**src/elab_ram.sv**
```systemverilog
// Simple dual-port synchronous RAM with registered read.
`default_nettype none

module elab_ram #(
    parameter int WIDTH = 8,
    parameter int DEPTH = 16
) (
    input  wire                      i_clk,
    input  wire                      i_we,
    input  wire  [$clog2(DEPTH)-1:0] i_waddr,
    input  wire  [WIDTH-1:0]         i_wdata,
    input  wire  [$clog2(DEPTH)-1:0] i_raddr,
    output logic [WIDTH-1:0]         o_rdata
);
    logic [WIDTH-1:0] r_mem [DEPTH];

    always_ff @(posedge i_clk) begin
        if (i_we) begin
            r_mem[i_waddr] <= i_wdata;
        end
        o_rdata <= r_mem[i_raddr];
    end
endmodule

`default_nettype wire

```
**config.mk**
```make
export PLATFORM = sky130hd
export DESIGN_NAME = elab_ram
export DESIGN_NICKNAME = d
export VERILOG_FILES = /design/src/elab_ram.sv
export SDC_FILE = /design/constraint.sdc
export NUM_CORES = 1
export LEC_CHECK = 0
export BUFFER_PORTS_ARGS = -buffer_cell sky130_fd_sc_hd__buf_2
export CAP_MARGIN = 20
export CORE_UTILIZATION = 65
export CTS_BUF_LIST = sky130_fd_sc_hd__clkbuf_16
export CTS_CLUSTER_DIAMETER = 50
export DETAILED_ROUTE_END_ITERATION = 7
export PLACE_DENSITY = 0.89
export SKIP_LAST_GASP = 1
export SLEW_MARGIN = 20
export SYNTH_ARGS = -nofsm -noshare
export SYNTH_HDL_FRONTEND = slang
export SYNTH_SLANG_ARGS = --single-unit
```
**constraint.sdc**
```tcl
create_clock -name i_clk -period 3.15 [get_ports i_clk]
set_clock_uncertainty 0.1 [all_clocks]
set_input_delay 0 -clock i_clk [delete_from_list [all_inputs] [get_ports i_clk]]
set_output_delay 0 -clock i_clk [all_outputs]
set_load 0.02 [all_outputs]
```
After elaboration in Yosys (flattened, before gate mapping). Memories as Yosys holds them, arrays and structs flattened. A register that Yosys moved wholly into a read port is not among the register bits. Cells that the tools add are included.

Mux-type cells: 2.

Operators by type and width (count): 1-bit two-way mux (2).

Bits in writable memories: 128. Output and inout port bits: 8. Logic and storage cells: 3. Memories kept: 1. Bits in registers: 0.

Memories: r_mem (words 16, width 8, read ports 1, clocked after memory_dff 1, wr ports 1, line 15) `logic [WIDTH-1:0] r_mem [DEPTH];`.

Depth between registers and ports, before layout.
Depth after elaboration: 2. Depth in mapped cells: 5. Mapped depth without buffers: 3.

Worst setup path before layout. No wires, ideal clock.

Path kind: input -> register. Start point: in i_waddr[2]. End point: mem r_mem[0][0] (enable). Path buffers: 0. Data required time: 2.667 ns. Setup slack: 1.557 ns. Arrival: 1.110 ns. Cell stages on the path: 2. Setup time: 0.383 ns. Cells stage by stage: or3b_2 > nor3_1.

RTL lines: from (decl) (line 10) `input wire [$clog2(DEPTH)-1:0] i_waddr,`; to (decl) (line 15).

No word-level cell before the write port.

==> flow_summary.ini <==
[timing]
drv_slew = 0
fin_crit_ns = 1.56
setup_violations = 0
fmax_mhz = 642
finalSetupTns_ns = 0
tightestPinTransition_ns = 0.929
fin_crit_sh = 0.494
report.final.hold_viol_count = 0
grt_setup_unrepaired = false
max_slew_margin = 0.378

[critical_path]
path_max_fanout = 1
worstSetupStartpointType = flop
cp.arrival_ns = 1.74
required_ns = 3.33
crit_type = reg -> reg
end_kind = flop

[grt]
grt-ovfl-total = 0
grt_usage = 0.267
grt_pass1_wl_mm = 14.9
grt_max_degree = 33
antenna_found_initial = 0
grt_pass1_vias = 2623

[routing]
vias = 2497
drtIter0Drc = 282
routed_via_density = 6.37
wl_per_cell_um = 25.2
drtAntennaViolNets = 0
drc = 0
routed_wl_mm = 9.86
dr.pass1.iters = 7

[clock_tree]
postCtsSetupBuffers = 0
cts.htree.levels = 4
cts.repair.resized = 0
cts_hold_buf = 8
root_buffer = clkbuf_16
cts_sinks = 136
clkTransAtPathRegs_ns = 0.06
clockBufferDepth = 2
clk_latency_ns = 0.41
cts_tree = built
cts_buffers = 17

[power]
leakage_nw = 2.02
power_frac_comb = 0.049
intPower_mw = 3.17
sw_frac_of_total = 0.210
p_seq_frac = 0.507
power.net_switching_mw = 0.846
vdd_drop_max_uv = 507
p_per_area_mw_per_mm2 = 672
pwr-share-clk = 0.444

[logic_synthesis]
syn_area_per_cell_um2 = 22.5
synth_top_area_frac = 0.747
ys_types = 19
synth-edff-count = 128
synth_seq_cells = 136
netlist_area_mm2 = 0.00515
synthArstFlopShare = 0
synthTopCellsByCount = edfxtp_1 (128), mux4_2 (18), a22oi_1 (16)
yosysSeqAreaShare = 0.778
synth_top_flop_cell = edfxtp_1
synth.largest_area_cell = edfxtp_1
postSynthNetCount = 247
yosysMostFrequentCell = edfxtp_1
ys_warn_count = 0
synth_area_leaders = edfxtp_1 (75%), mux4_2 (7.9%), mux4_1 (7.1%), dfxtp_1 (3.1%), a22oi_1 (2.3%)
synthCells = 229

[place]
dpl.hpwl_mm = 5.70
io_buffers = 25
gp_congestion = 0.758
place_inst = 352

[layout]
area_delta_synth_final_pct = 16.2
nNetsFinal = 295
layout-drive-gt1-share = 0.272
final_cells = 392
n_antenna_cell = 0
nFillCells = 409

[hold_path]
min_path_type = in -> reg

[floorplan]
dieHeight_um = 91.0
die_x_um = 91.0
die_area_mm2 = 0.00828
rows = 32
core_mm2 = 0.00769
floorplan.initialDensity = 0.670
pin_count = 26

[status]
outcome = complete, no violations

[job]
max-cap-violations = 0
per-stage QoR:
stage / power (mW) / util / hold slack [ns] / cell area [um2] / setup WS [ns]
2_1_floorplan: 2.19 / - / -0.00113 / 5150 / 1.56
3_3_place_gp: 2.25 / 0.697 / 0.281 / 5360 / 1.24
3_5_place_dp: 2.26 / 0.697 / 0.305 / 5360 / 1.18
4_1_cts: 4.03 / 0.778 / 0.0398 / 5980 / 1.56
5_1_grt: 4.12 / 0.778 / 0.0681 / 5980 / 1.46
6_report: 4.02 / 0.778 / 0.0511 / 5980 / 1.59
critical path, stage by stage (launching register included):
cell      delay [ns]
edfxtp_1        0.41
mux4_2          0.50
a22oi_1         0.32
nand2_1         0.10
cells in the final DEF (no fill, tap or decap), types with 2 or more instances in the layout:
cell type,n
clkinv_2,4
dfxtp_1,8
mux4_1,14
clkbuf_16,17
nor2_1,13
dlygate4sd3_1,8
nor3_1,4
edfxtp_1,128
clkinvlp_4,5
nand2_1,9
a22oi_1,16
inv_1,2
nand2b_1,2
clkinv_4,2
mux4_2,18
buf_4,6
nand3b_1,2
buf_2,25
worst paths after layout:
check	from	to	slack, ns	depth (start not counted)
setup reg to reg	r_mem[2][4]$_DFFE_PP_	o_rdata[4]$_DFF_P_	1.59	3
hold / removal	i_waddr[0]	r_mem[4][6]$_DFFE_PP_	0.05	3
hold reg to reg	r_mem[11][3]$_DFFE_PP_	o_rdata[3]$_DFF_P_	0.59	3
setup / recovery	r_mem[2][4]$_DFFE_PP_	o_rdata[4]$_DFF_P_	1.59	3
area by class of cell:
class                   count  area [um2]  area share
flip-flops and latches    136        4000       0.669
clock inverters            15         116      0.0195
repair buffers             39         250      0.0418
clock buffers              17         425      0.0711
multi-input cells          83        1060       0.177
well taps                 102         128      0.0213
power by group through the flow:
stage	clock network, mW	registers [mW]	logic (mW)
after floorplan	0	2.08	0.103
after global placement	0	2.07	0.182
after detailed placement	0	2.07	0.191
after CTS	1.79	2.04	0.201
after global routing	1.86	2.04	0.214
final	1.79	2.04	0.198
registers in the layout (all words and copies together), names as in the netlist:
register	flops
r_mem	128
o_rdata	8
cell families (layout without fill, tap and decap cells):
group                  Yosys count  in the layout  synth area share
DFF                            136            136             0.778
and+or+nand+nor                 35             35            0.0318
muxes                           32             32             0.150
AOI/OAI and AO/OA               16             16            0.0233
buffers and inverters           10             71            0.0168
routing by layer:
metal	GRT usage	vias to the layer above	wire length, um
met5	0	-	0
met3	0.0561	13	659
met4	0.118	0	165
li1	-	1072	-
met1	0.361	1292	3930
met2	0.429	120	5110
No activity file was read; power rests on OpenSTA's default activity.
